--- src/hw/rtl/rmkq_pkg.sv ---
package rmkq_pkg;

  // Configuration register indexes.
  localparam int CFG_IDX_W = 8;
  localparam logic [CFG_IDX_W-1:0] REG_PROCESS_NOISE      = 8'd0;
  localparam logic [CFG_IDX_W-1:0] REG_INITIAL_COVARIANCE = 8'd1;
  localparam logic [CFG_IDX_W-1:0] REG_INITIAL_MEAS_NOISE = 8'd2;
  localparam logic [CFG_IDX_W-1:0] REG_NOISE_FLOOR        = 8'd3;

  localparam int CFG_W = 24;
  localparam logic [CFG_W-1:0] PROCESS_NOISE_RST      = 24'd32768;
  localparam logic [CFG_W-1:0] INITIAL_COVARIANCE_RST = 24'd655360;
  localparam logic [CFG_W-1:0] INITIAL_MEAS_NOISE_RST = 24'd262144;
  localparam logic [CFG_W-1:0] NOISE_FLOOR_RST        = 24'd131072;

  localparam int WIN_LEN   = 5;
  localparam int DIV_VW    = 34;  // widest divisor: predicted covariance plus noise
  localparam int K_DIV_N   = 49;  // gain dividend: 33-bit covariance scaled by 2^16
  localparam int STAB_N    = 33;  // 2^32
  localparam int SR_N      = 32;
  localparam int QUAL_N    = 20;
  localparam int MUL_STEPS = 17;  // gain and one-minus-gain are 17 bits wide
  localparam int SQRT_STEPS = 24; // root of a 48-bit radicand

  typedef logic signed [7:0] sample_t;
  typedef sample_t window_t [WIN_LEN];

  typedef enum logic [4:0] {
    S_IDLE,
    S_MED,
    S_VSUM,
    S_VMUL,
    S_VDIV,
    S_PRED,
    S_KDIV,
    S_KMUL,
    S_EUPD,
    S_PMUL,
    S_PUPD,
    S_HIST,
    S_SQRT,
    S_STAB,
    S_SRDIV,
    S_QDIV,
    S_OUT
  } state_t;

  // Median of five: the entry whose rank, with ties broken by position, is two.
  function automatic sample_t median5(input window_t w);
    logic [2:0] rank;
    sample_t m;
    m = w[0];
    for (int i = 0; i < WIN_LEN; i++) begin
      rank = '0;
      for (int j = 0; j < WIN_LEN; j++) begin
        if (j != i) begin
          if ((w[j] < w[i]) || ((w[j] == w[i]) && (j < i))) begin
            rank = rank + 3'd1;
          end
        end
      end
      if (rank == 3'd2) begin
        m = w[i];
      end
    end
    return m;
  endfunction

endpackage

--- src/hw/rtl/rssi_median_kalman_quality.sv ---
// RSSI smoother: a five-sample median prefilter feeding an adaptive scalar
// Kalman filter, with a quality figure built from history spread and level.
//
// Input channel (in_valid/in_ready/in_rssi_sample) takes one signed dBm
// sample per beat. Output channel (out_valid/out_ready) returns one result
// beat per input: filtered_rssi in Q8.8, signal_quality in Q0.16 and
// median_applied. The configuration channel (cfg_valid/cfg_ready, index and
// 24-bit data) is always ready and should only be written while idle.
//
// One sample is processed at a time. Once the history holds more than five
// samples, the time goes to six bit-serial divisions at one quotient bit per
// cycle, two 17-step serial multiplies, a 24-step square root and two walks
// over the history memory; start-up samples skip some of these steps.
//
// The result sits in an output register; if the receiver stalls, the next
// sample is still accepted and processed, and the block waits at its last
// step until the register frees. Reset clears the filter, the window and
// the history count and restores the register defaults.
module rssi_median_kalman_quality #(
  parameter int HISTORY_DEPTH = 16
) (
  input  logic                                  clk,
  input  logic                                  rst_n,
  input  logic                                  in_valid,
  output logic                                  in_ready,
  input  logic signed [7:0]                     in_rssi_sample,
  output logic                                  out_valid,
  input  logic                                  out_ready,
  output logic signed [15:0]                    out_filtered_rssi,
  output logic [15:0]                           out_signal_quality,
  output logic                                  out_median_applied,
  input  logic                                  cfg_valid,
  output logic                                  cfg_ready,
  input  logic [rmkq_pkg::CFG_IDX_W-1:0]        cfg_index,
  input  logic [rmkq_pkg::CFG_W-1:0]            cfg_data
);

  localparam int AW     = $clog2(HISTORY_DEPTH);
  localparam int CNT_W  = $clog2(HISTORY_DEPTH + 1);
  localparam int SUM_W  = 8 + CNT_W;
  localparam int SQ_W   = 14 + CNT_W;
  localparam int NUM_W  = SQ_W + CNT_W;
  localparam int VDIV_N = NUM_W + 16;
  localparam int DW     = (VDIV_N > rmkq_pkg::K_DIV_N) ? VDIV_N : rmkq_pkg::K_DIV_N;
  localparam int VW     = rmkq_pkg::DIV_VW;
  localparam int CW     = $clog2(DW + 1);

  // Configuration registers.
  logic [rmkq_pkg::CFG_W-1:0] pnoise_r, icov_r, inoise_r, floor_r;

  // Filter state.
  rmkq_pkg::state_t  state_r, state_nxt;
  rmkq_pkg::window_t window_r;
  logic [2:0]        wcnt_r;
  logic [CNT_W-1:0]  hcnt_r;
  logic [AW-1:0]     wr_r;
  logic              started_r;
  logic signed [31:0] est_r;
  logic [31:0]       cov_r;
  logic [31:0]       rn_r;
  logic              issued_r;
  logic              out_valid_r;

  // Per-sample working registers.
  rmkq_pkg::sample_t x_r, meas_r;
  logic              full_r;
  logic              post_r;
  logic [CNT_W-1:0]  idx_r;
  logic              rd_vld_r;
  logic signed [7:0] hist_q_r;
  logic signed [SUM_W-1:0] sum_r;
  logic [SQ_W-1:0]   sq_r;
  logic [NUM_W-1:0]  na_r, nb_r;
  logic [2*CNT_W-1:0] nn_r;
  logic [32:0]       pc_r;
  logic [16:0]       k_r;
  logic signed [33:0] diff_r;
  logic signed [50:0] mc_r, acc_r;
  logic [16:0]       mp_r;
  logic [4:0]        step_r;
  logic [47:0]       sv_r;
  logic [25:0]       srem_r;
  logic [23:0]       sroot_r;
  logic [16:0]       stab_r, sr_r;
  logic [15:0]       qual_r;
  logic [15:0]       q88_r;
  logic signed [15:0] out_rssi_r;
  logic [15:0]       out_qual_r;
  logic              out_med_r;

  logic [7:0] hist_mem [HISTORY_DEPTH];

  // Divider hookup.
  logic          div_start, div_done;
  logic [DW-1:0] div_a, div_q;
  logic [VW-1:0] div_b;
  logic [CW-1:0] div_n;

  rmkq_div #(
    .DW (DW),
    .VW (VW),
    .CW (CW)
  ) u_div (
    .clk      (clk),
    .rst_n    (rst_n),
    .start    (div_start),
    .dividend (div_a),
    .divisor  (div_b),
    .iters    (div_n),
    .done     (div_done),
    .quotient (div_q)
  );

  // Combinational helpers.
  logic              med_full;
  rmkq_pkg::sample_t med_meas;
  logic [CNT_W-1:0]  hcnt_inc;
  logic              walk_issue;
  logic signed [15:0] hsq;
  logic [SUM_W-1:0]  sum_abs;
  logic [2*SUM_W-1:0] sum_sqp;
  logic [NUM_W-1:0]  num_v;
  logic [33:0]       den;
  logic [16:0]       k_val;
  logic              acc_neg;
  logic [50:0]       acc_mag, acc_rnd;
  logic [31:0]       rnd32;
  logic [34:0]       pn_v;
  logic [32:0]       em, er;
  logic [15:0]       q88_v;
  logic signed [32:0] srs;
  logic [31:0]       sr_pos;
  logic [19:0]       qsum;
  logic [27:0]       sq_trial, sq_t;
  logic              sq_ge;
  logic [31:0]       var_v;

  assign med_full   = (wcnt_r == 3'(rmkq_pkg::WIN_LEN));
  assign med_meas   = med_full ? rmkq_pkg::median5(window_r) : x_r;
  assign hcnt_inc   = (hcnt_r == CNT_W'(HISTORY_DEPTH)) ? hcnt_r : hcnt_r + CNT_W'(1);
  assign walk_issue = idx_r < hcnt_r;
  assign hsq        = hist_q_r * hist_q_r;
  assign sum_abs    = sum_r[SUM_W-1] ? SUM_W'(-sum_r) : SUM_W'(sum_r);
  assign sum_sqp    = {{SUM_W{1'b0}}, sum_abs} * {{SUM_W{1'b0}}, sum_abs};
  assign num_v      = na_r - nb_r;
  assign den        = {1'b0, pc_r} + {2'b0, rn_r};
  assign k_val      = (den == '0) ? '0 : div_q[16:0];
  assign var_v      = div_q[31:0];

  // Half-away-from-zero rounding of the gain product to Q16.16.
  assign acc_neg = acc_r[50];
  assign acc_mag = acc_neg ? (51'd0 - acc_r) : acc_r;
  assign acc_rnd = acc_mag + 51'd32768;
  assign rnd32   = acc_rnd[47:16];
  assign pn_v    = acc_r[50:16];

  // Estimate to Q8.8 with the same rounding, then saturation.
  assign em = est_r[31] ? (33'd0 - {est_r[31], est_r}) : {1'b0, est_r};
  assign er = (em + 33'd128) >> 8;
  always_comb begin
    if (!est_r[31]) begin
      q88_v = (er > 33'd32767) ? 16'h7FFF : er[15:0];
    end else begin
      q88_v = (er > 33'd32768) ? 16'h8000 : (16'd0 - er[15:0]);
    end
  end

  assign srs    = 33'(est_r) + 33'sd6553600;
  assign sr_pos = srs[32] ? 32'd0 : srs[31:0];
  assign qsum   = 20'({stab_r, 2'b00}) + 20'({stab_r, 1'b0}) + 20'({sr_r, 2'b00}) + 20'd5;

  assign sq_trial = {srem_r, sv_r[47:46]};
  assign sq_t     = {2'b00, sroot_r, 2'b01};
  assign sq_ge    = sq_trial >= sq_t;

  // Sequencer.
  always_ff @(posedge clk) begin
    if (!rst_n) begin
      state_r <= rmkq_pkg::S_IDLE;
    end else begin
      state_r <= state_nxt;
    end
  end

  always_comb begin
    state_nxt = state_r;
    in_ready  = 1'b0;
    div_start = 1'b0;
    div_a     = '0;
    div_b     = '0;
    div_n     = '0;
    case (state_r)
      rmkq_pkg::S_IDLE: begin
        in_ready = 1'b1;
        if (in_valid) begin
          state_nxt = rmkq_pkg::S_MED;
        end
      end
      rmkq_pkg::S_MED: begin
        if (!started_r) begin
          state_nxt = rmkq_pkg::S_HIST;
        end else if (hcnt_r > CNT_W'(5)) begin
          state_nxt = rmkq_pkg::S_VSUM;
        end else begin
          state_nxt = rmkq_pkg::S_PRED;
        end
      end
      rmkq_pkg::S_VSUM: begin
        if (!walk_issue && !rd_vld_r) begin
          state_nxt = rmkq_pkg::S_VMUL;
        end
      end
      rmkq_pkg::S_VMUL: state_nxt = rmkq_pkg::S_VDIV;
      rmkq_pkg::S_VDIV: begin
        div_start = !issued_r;
        div_a     = DW'({num_v, 16'b0}) << (DW - VDIV_N);
        div_b     = VW'(nn_r);
        div_n     = CW'(VDIV_N);
        if (div_done) begin
          state_nxt = post_r ? rmkq_pkg::S_SQRT : rmkq_pkg::S_PRED;
        end
      end
      rmkq_pkg::S_PRED: state_nxt = rmkq_pkg::S_KDIV;
      rmkq_pkg::S_KDIV: begin
        div_start = !issued_r;
        div_a     = DW'({pc_r, 16'b0}) << (DW - rmkq_pkg::K_DIV_N);
        div_b     = VW'(den);
        div_n     = CW'(rmkq_pkg::K_DIV_N);
        if (div_done) begin
          state_nxt = rmkq_pkg::S_KMUL;
        end
      end
      rmkq_pkg::S_KMUL: begin
        if (step_r == 5'(rmkq_pkg::MUL_STEPS - 1)) begin
          state_nxt = rmkq_pkg::S_EUPD;
        end
      end
      rmkq_pkg::S_EUPD: state_nxt = rmkq_pkg::S_PMUL;
      rmkq_pkg::S_PMUL: begin
        if (step_r == 5'(rmkq_pkg::MUL_STEPS - 1)) begin
          state_nxt = rmkq_pkg::S_PUPD;
        end
      end
      rmkq_pkg::S_PUPD: state_nxt = rmkq_pkg::S_HIST;
      rmkq_pkg::S_HIST: begin
        state_nxt = (hcnt_inc < CNT_W'(3)) ? rmkq_pkg::S_OUT : rmkq_pkg::S_VSUM;
      end
      rmkq_pkg::S_SQRT: begin
        if (step_r == 5'(rmkq_pkg::SQRT_STEPS - 1)) begin
          state_nxt = rmkq_pkg::S_STAB;
        end
      end
      rmkq_pkg::S_STAB: begin
        div_start = !issued_r;
        div_a     = DW'({1'b1, 32'b0}) << (DW - rmkq_pkg::STAB_N);
        div_b     = VW'(25'(sroot_r) + 25'd65536);
        div_n     = CW'(rmkq_pkg::STAB_N);
        if (div_done) begin
          state_nxt = rmkq_pkg::S_SRDIV;
        end
      end
      rmkq_pkg::S_SRDIV: begin
        div_start = !issued_r;
        div_a     = DW'(sr_pos) << (DW - rmkq_pkg::SR_N);
        div_b     = VW'(7'd100);
        div_n     = CW'(rmkq_pkg::SR_N);
        if (div_done) begin
          state_nxt = rmkq_pkg::S_QDIV;
        end
      end
      rmkq_pkg::S_QDIV: begin
        div_start = !issued_r;
        div_a     = DW'(qsum) << (DW - rmkq_pkg::QUAL_N);
        div_b     = VW'(4'd10);
        div_n     = CW'(rmkq_pkg::QUAL_N);
        if (div_done) begin
          state_nxt = rmkq_pkg::S_OUT;
        end
      end
      rmkq_pkg::S_OUT: begin
        if (!out_valid_r || out_ready) begin
          state_nxt = rmkq_pkg::S_IDLE;
        end
      end
      default: state_nxt = rmkq_pkg::S_IDLE;
    endcase
  end

  // Configuration, filter state and output valid.
  always_ff @(posedge clk) begin
    if (!rst_n) begin
      pnoise_r    <= rmkq_pkg::PROCESS_NOISE_RST;
      icov_r      <= rmkq_pkg::INITIAL_COVARIANCE_RST;
      inoise_r    <= rmkq_pkg::INITIAL_MEAS_NOISE_RST;
      floor_r     <= rmkq_pkg::NOISE_FLOOR_RST;
      for (int i = 0; i < rmkq_pkg::WIN_LEN; i++) begin
        window_r[i] <= '0;
      end
      wcnt_r      <= '0;
      hcnt_r      <= '0;
      wr_r        <= '0;
      started_r   <= 1'b0;
      est_r       <= '0;
      cov_r       <= '0;
      rn_r        <= '0;
      issued_r    <= 1'b0;
      out_valid_r <= 1'b0;
    end else begin
      if (cfg_valid) begin
        case (cfg_index)
          rmkq_pkg::REG_PROCESS_NOISE:      pnoise_r <= cfg_data;
          rmkq_pkg::REG_INITIAL_COVARIANCE: icov_r   <= cfg_data;
          rmkq_pkg::REG_INITIAL_MEAS_NOISE: inoise_r <= cfg_data;
          rmkq_pkg::REG_NOISE_FLOOR:        floor_r  <= cfg_data;
          default: ;
        endcase
      end

      if (state_r == rmkq_pkg::S_IDLE && in_valid) begin
        for (int i = 0; i < rmkq_pkg::WIN_LEN - 1; i++) begin
          window_r[i] <= window_r[i+1];
        end
        window_r[rmkq_pkg::WIN_LEN-1] <= in_rssi_sample;
        if (wcnt_r != 3'(rmkq_pkg::WIN_LEN)) begin
          wcnt_r <= wcnt_r + 3'd1;
        end
      end

      if (div_start) begin
        issued_r <= 1'b1;
      end else if (div_done) begin
        issued_r <= 1'b0;
      end

      // The first sample seeds the filter directly.
      if (state_r == rmkq_pkg::S_MED && !started_r) begin
        est_r     <= {{8{x_r[7]}}, x_r, 16'b0};
        cov_r     <= 32'(icov_r);
        rn_r      <= 32'(inoise_r);
        started_r <= 1'b1;
      end

      // Measurement noise follows the history variance, floored.
      if (state_r == rmkq_pkg::S_VDIV && div_done && !post_r) begin
        rn_r <= (var_v > 32'(floor_r)) ? var_v : 32'(floor_r);
      end

      if (state_r == rmkq_pkg::S_EUPD) begin
        est_r <= est_r + (acc_neg ? (32'd0 - rnd32) : rnd32);
      end

      if (state_r == rmkq_pkg::S_PUPD) begin
        cov_r <= (pn_v[34:32] != 3'd0) ? 32'hFFFF_FFFF : pn_v[31:0];
      end

      if (state_r == rmkq_pkg::S_HIST) begin
        hcnt_r <= hcnt_inc;
        wr_r   <= (wr_r == AW'(HISTORY_DEPTH - 1)) ? '0 : wr_r + AW'(1);
      end

      if (state_r == rmkq_pkg::S_OUT && (!out_valid_r || out_ready)) begin
        out_valid_r <= 1'b1;
      end else if (out_ready) begin
        out_valid_r <= 1'b0;
      end
    end
  end

  // History memory: one write per sample, one registered read per cycle.
  always_ff @(posedge clk) begin
    if (state_r == rmkq_pkg::S_HIST) begin
      hist_mem[wr_r] <= x_r;
    end
    hist_q_r <= hist_mem[idx_r[AW-1:0]];
  end

  // Working datapath.
  always_ff @(posedge clk) begin
    if (state_nxt != state_r) begin
      step_r <= '0;
    end else begin
      step_r <= step_r + 5'd1;
    end

    if (state_r == rmkq_pkg::S_IDLE && in_valid) begin
      x_r <= in_rssi_sample;
    end

    if (state_r == rmkq_pkg::S_MED) begin
      full_r <= med_full;
      meas_r <= med_meas;
      if (!started_r) begin
        q88_r <= {med_meas, 8'b0};
      end
    end

    // Variance walk over the history.
    if (state_nxt == rmkq_pkg::S_VSUM && state_r != rmkq_pkg::S_VSUM) begin
      idx_r    <= '0;
      rd_vld_r <= 1'b0;
      sum_r    <= '0;
      sq_r     <= '0;
      post_r   <= (state_r == rmkq_pkg::S_HIST);
    end else if (state_r == rmkq_pkg::S_VSUM) begin
      if (walk_issue) begin
        idx_r <= idx_r + CNT_W'(1);
      end
      rd_vld_r <= walk_issue;
      if (rd_vld_r) begin
        sum_r <= sum_r + SUM_W'(hist_q_r);
        sq_r  <= sq_r + SQ_W'(hsq[14:0]);
      end
    end

    if (state_r == rmkq_pkg::S_VMUL) begin
      na_r <= NUM_W'(hcnt_r) * NUM_W'(sq_r);
      nb_r <= sum_sqp[NUM_W-1:0];
      nn_r <= {{CNT_W{1'b0}}, hcnt_r} * {{CNT_W{1'b0}}, hcnt_r};
    end

    if (state_r == rmkq_pkg::S_PRED) begin
      pc_r   <= {1'b0, cov_r} + 33'(pnoise_r);
      diff_r <= {{10{meas_r[7]}}, meas_r, 16'b0} - {{2{est_r[31]}}, est_r};
    end

    if (state_r == rmkq_pkg::S_KDIV && div_done) begin
      k_r <= k_val;
    end

    // Serial shift-add multiplier: gain times innovation, then
    // one-minus-gain times predicted covariance.
    if (state_nxt == rmkq_pkg::S_KMUL && state_r != rmkq_pkg::S_KMUL) begin
      mc_r  <= 51'(diff_r);
      mp_r  <= k_val;
      acc_r <= '0;
    end else if (state_nxt == rmkq_pkg::S_PMUL && state_r != rmkq_pkg::S_PMUL) begin
      mc_r  <= 51'({1'b0, pc_r});
      mp_r  <= 17'h10000 - k_r;
      acc_r <= '0;
    end else if (state_r == rmkq_pkg::S_KMUL || state_r == rmkq_pkg::S_PMUL) begin
      if (mp_r[0]) begin
        acc_r <= acc_r + mc_r;
      end
      mc_r <= mc_r <<< 1;
      mp_r <= mp_r >> 1;
    end

    if (state_r == rmkq_pkg::S_PUPD) begin
      q88_r <= q88_v;
    end

    if (state_r == rmkq_pkg::S_HIST && hcnt_inc < CNT_W'(3)) begin
      qual_r <= 16'h8000;
    end

    // Digit-by-digit square root of the variance scaled by 2^16.
    if (state_nxt == rmkq_pkg::S_SQRT && state_r != rmkq_pkg::S_SQRT) begin
      sv_r    <= {var_v, 16'b0};
      srem_r  <= '0;
      sroot_r <= '0;
    end else if (state_r == rmkq_pkg::S_SQRT) begin
      sv_r    <= {sv_r[45:0], 2'b00};
      srem_r  <= sq_ge ? 26'(sq_trial - sq_t) : sq_trial[25:0];
      sroot_r <= {sroot_r[22:0], sq_ge};
    end

    if (state_r == rmkq_pkg::S_STAB && div_done) begin
      stab_r <= div_q[16:0];
    end
    if (state_r == rmkq_pkg::S_SRDIV && div_done) begin
      sr_r <= (div_q > DW'(65536)) ? 17'h10000 : div_q[16:0];
    end
    if (state_r == rmkq_pkg::S_QDIV && div_done) begin
      qual_r <= (div_q > DW'(65535)) ? 16'hFFFF : div_q[15:0];
    end

    if (state_r == rmkq_pkg::S_OUT && (!out_valid_r || out_ready)) begin
      out_rssi_r <= q88_r;
      out_qual_r <= qual_r;
      out_med_r  <= full_r;
    end
  end

  assign cfg_ready          = 1'b1;
  assign out_valid          = out_valid_r;
  assign out_filtered_rssi  = out_rssi_r;
  assign out_signal_quality = out_qual_r;
  assign out_median_applied = out_med_r;

  // The gain never exceeds one.
  a_gain_range: assert property (@(posedge clk) disable iff (!rst_n)
    (state_r == rmkq_pkg::S_EUPD) |-> (k_r <= 17'h10000))
    else $error("Kalman gain above one");

  // The history count is bounded by the memory depth.
  a_hist_count: assert property (@(posedge clk) disable iff (!rst_n)
    hcnt_r <= CNT_W'(HISTORY_DEPTH))
    else $error("history count beyond depth");

  // A divider completion always belongs to an issued division.
  a_div_pair: assert property (@(posedge clk) disable iff (!rst_n)
    div_done |-> issued_r)
    else $error("divider finished without a request");

  // The raw window count saturates at five.
  a_win_count: assert property (@(posedge clk) disable iff (!rst_n)
    wcnt_r <= 3'(rmkq_pkg::WIN_LEN))
    else $error("window count beyond five");

endmodule

--- src/hw/rtl/rmkq_div.sv ---
// Restoring divider, one quotient bit per cycle. The dividend arrives
// left-aligned so that only its top N bits are walked.
module rmkq_div #(
  parameter int DW = 49,
  parameter int VW = 34,
  parameter int CW = 6
) (
  input  logic          clk,
  input  logic          rst_n,
  input  logic          start,
  input  logic [DW-1:0] dividend,
  input  logic [VW-1:0] divisor,
  input  logic [CW-1:0] iters,
  output logic          done,
  output logic [DW-1:0] quotient
);

  logic [VW-1:0] rem_r;
  logic [DW-1:0] dv_r;
  logic [DW-1:0] quo_r;
  logic [CW-1:0] cnt_r;
  logic          busy_r;
  logic          done_r;
  logic [VW:0]   trial;
  logic          ge;

  assign trial = {rem_r, dv_r[DW-1]};
  assign ge    = trial >= {1'b0, divisor};

  always_ff @(posedge clk) begin
    if (!rst_n) begin
      busy_r <= 1'b0;
      done_r <= 1'b0;
      cnt_r  <= '0;
    end else begin
      done_r <= 1'b0;
      if (start) begin
        busy_r <= 1'b1;
        cnt_r  <= iters;
      end else if (busy_r) begin
        cnt_r <= cnt_r - CW'(1);
        if (cnt_r == CW'(1)) begin
          busy_r <= 1'b0;
          done_r <= 1'b1;
        end
      end
    end
  end

  always_ff @(posedge clk) begin
    if (start) begin
      rem_r <= '0;
      dv_r  <= dividend;
      quo_r <= '0;
    end else if (busy_r) begin
      rem_r <= ge ? VW'(trial - {1'b0, divisor}) : VW'(trial);
      dv_r  <= {dv_r[DW-2:0], 1'b0};
      quo_r <= {quo_r[DW-2:0], ge};
    end
  end

  assign done     = done_r;
  assign quotient = quo_r;

endmodule

--- config.mk ---
export PLATFORM = sky130hd
export DESIGN_NAME = rssi_median_kalman_quality
export DESIGN_NICKNAME = d
export VERILOG_FILES = /design/src/hw/rtl/rmkq_pkg.sv /design/src/hw/rtl/rssi_median_kalman_quality.sv /design/src/hw/rtl/rmkq_div.sv
export SDC_FILE = /design/constraint.sdc
export NUM_CORES = 2
export LEC_CHECK = 0
export CORE_ASPECT_RATIO = 1.75
export CORE_MARGIN = 4
export CORE_UTILIZATION = 65
export DETAILED_ROUTE_END_ITERATION = 7
export DONT_BUFFER_PORTS = 1
export GPL_ROUTABILITY_DRIVEN = 0
export PLACE_DENSITY = 0.81
export SLEW_MARGIN = 20
export SYNTH_ARGS = -nofsm -noshare
export SYNTH_HDL_FRONTEND = slang
export SYNTH_HIERARCHICAL = 1
export SYNTH_SLANG_ARGS = --single-unit
--- constraint.sdc ---
create_clock -name clk -period 12.31 [get_ports clk]
set_input_delay 0.6155 -clock clk [delete_from_list [all_inputs] [get_ports clk]]
set_output_delay 0.6155 -clock clk [all_outputs]
set_load 0.02 [all_outputs]
==> impl_metrics.yaml <==
run_status:
  outcome: "complete, but fails checks"
  failed_checks: "DRC"
floorplan:
  die_x_um: 261
  io_pins: 81
  dieArea_um2: 118000
  core_area_um2: 111000
  row_count: 162
  die_y_um: 451
  start_util_pct: 65.4
synthesis:
  synth-compound-area-share_pct: 16.8
  synth_top_family_by_area: "compound AO/OA/AOI/OAI gates"
  synth_xor_area_share_pct: 6.19
  avgSynthCellArea_um2: 9.07
  synth_area_um2: 72700
  synth-simple-area-share_pct: 16.5
  synth_mux_area_share_pct: 3.86
  synthArstFlopShare_pct: 0
  synthFlopType: "edfxtp_1"
  synth_cell_types: 113
  yosysSeqAreaShare_pct: 35.6
  yosys_warnings: 6
  synthAdderAreaFrac_pct: 15.9
  ys_ff_latch: 1028
  synth-edff-count: 533
  synthCells: 8020
sta:
  fin_setup_tns_ns: 0
  setup_violations: 0
  rsz0062_at_grt: "no"
  maxSlewViolCount: 0
  fmax_mhz: 121
  finalHoldViolCount: 0
  relSlewSlack_pct: 27.1
  fin_crit_ns: 8.24
  period_share_pct: 66.9
  hold_slack_ns: 0.0306
  clock_skew_ns: 0.0674
  worst_pin_slew_ns: 1.09
placed_design:
  dpl.hpwl_um: 162000
  port_buffers: 0
  dp.cells: 9233
  post_dp_cell_area_um2: 74000
critical_path:
  r2r-end: "nb_r[23]"
  cp-start-kind: "flip-flop"
  critical_path.max_fanout: 10
  r2r-start: "sum_r[0]"
  reg2reg_slack_ns: 4.07
  critPathCaptureType: "flip-flop"
  crit_type: "flip-flop to flip-flop"
  cp.arrival_ns: 8.69
  reg2regPathDepth: 28
  cpPeakStageDelay_ns: 0.61
  worst_ep_required_time_ns: 12.76
  crit_slowest_cell: "xnor2_1"
layout:
  final_nets: 8733
  postLayoutCoreUtil_pct: 70.0
  syn2layout_area_growth_pct: 7.06
  final_cell_mix: "1,104 x nand2_1, 606 x a21oi_1, 593 x inv_1"
  final_common_cell: "nand2_1"
  fin_cells: 9482
  layout-drive-gt1-share_pct: 6.32
  final_area_um2: 77900
drt:
  route.detailed.drc: 11
  finalWirelength_um: 222000
  ant_nets: 0
  drt_pass1_iterations: 8
  dr_total_vias: 62114
  first_iter_violations: 6601
  wl_per_cell_um: 23.5
  routed_via_density: 6.55
grt:
  antenna_found_initial: 19
  grt_max_degree: 111
  grtUsageTotal_pct: 37.1
  grt_first_pass_wirelength_um: 341000
  overflow: 0
  grt_pass1_vias: 62025
power:
  powerDensity_nw_per_um2: 295
  cellLeakagePower_nw: 31.4
  ir_drop_v: 0.00124
cts:
  clockBufferDepth: 3
  cts_max_level: 3
  cts.clk_slew.worst_paths_ns: 0.07
  tritoncts: "yes"
  cts_made_buffers: 96
  cts_root_buffer: "clkbuf_16"
  cts_sinks: 1028
  clkLatencyLatePin_ns: 0.77
  postCtsSetupRepairBufs: 0
flow_run:
  max-cap-violations: 0
worst_hold_path:
  min-delay-start: "in_rssi_sample[2]"
  hp-class: "input port to flip-flop"
  hold_depth: 2
  min_to: "window_r[2]"
[what timing repair did]
item                                   CTS  global route
hold buffers                            34             0
gates resized for setup                  0             0
endpoints found under the hold margin  103             0
[flip-flops by register name, summed over array words and instances (netlist names), 34 cells and up]
signal and flops:
u_div/rem_r 34, acc_r 51, u_div/dv_r 49, window_r 40
mc_r 51, u_div/quotient 49, hist_mem 128
[critical path: cells and delay by family (launching register included)]
kind,cells,cell delay [ns]
AO/OA/AOI/OAI,7,1.62
adder cells (fa/ha/maj),7,3.14
buffers and inverters,6,0.87
flip-flops,1,0.57
AND/OR/NAND/NOR,6,1.01
XOR/XNOR,2,0.69
[final cells by class]
type | count | area (µm²)
Inverter | 606 | 2280
Clock buffer | 112 | 2570
Tap cell | 1476 | 1850
Sequential cell | 1028 | 25900
Timing Repair Buffer | 116 | 980
Antenna cell | 29 | 72.6
Clock inverter | 70 | 840
Fill cell | 8147 | 33400
Multi-Input combinational cell | 6045 | 43400
[worst max path at each step]
stage               from   endpoint  slack [ns]  cells past startpoint
6_report        sum_r[0]   nb_r[23]        4.07                     28
3_5_place_dp    sum_r[0]   nb_r[23]        4.32                     28
2_1_floorplan  acc_r[50]  est_r[31]        4.08                     37
4_1_cts         sum_r[0]   nb_r[23]        4.18                     28
3_3_place_gp    sum_r[0]   nb_r[23]        4.49                     28
5_1_grt         sum_r[0]   nb_r[23]        3.47                     28
[cells in the mapped netlist, types with 135 or more instances]
library cell  number  area, µm²
nand3_1          146        731
a21oi_1          609       3050
nor3_1           135        676
xor2_1           155       1360
clkbuf_1         312       1170
dfxtp_1          495       9910
nor2_1           598       2240
ha_1             578       7230
edfxtp_1         533      16000
xnor2_1          350       3070
fa_1             217       4340
nand2_1         1109       4160
inv_1            595       2230
o21ai_0          330       1650
[per-layer routing]
layer,vias up,part of all wire (%),GRT usage [%]
met1,29549,32,36.9
li1,28102,-,-
met3,1257,8.3,8.52
met4,6,12,35.9
met5,-,0.018,0
met2,3200,48,62.3
[per-stage QoR]
stage	setup WS, ns	power [mW]
detailed placement	4.32	19.4
CTS	4.18	22.8
floorplan	4.08	16.2
global placement	4.49	18.9
finish	4.07	23.0
global route	3.47	24.8
[report_power, final]
group	leakage [nW]	internal (mW)	switching, mW
Sequential	8.79	4.44	0.849
Clock	1.65	1.77	1.48
Combinational	20.9	5.86	8.59
Total	31.4	12.1	10.9
[logic make-up (layout without fill, tap and decap cells)]
group,Yosys count,after routing
AND/OR/NAND/NOR,2619,2619
AO/OA/AOI/OAI,1878,1878
flip-flops,1028,1028
buffers and inverters,970,904
adder cells (fa/ha/maj),795,795
XOR/XNOR,509,509
multiplexers,219,219
other,2,54
No activity file was read; power rests on OpenSTA's default activity.
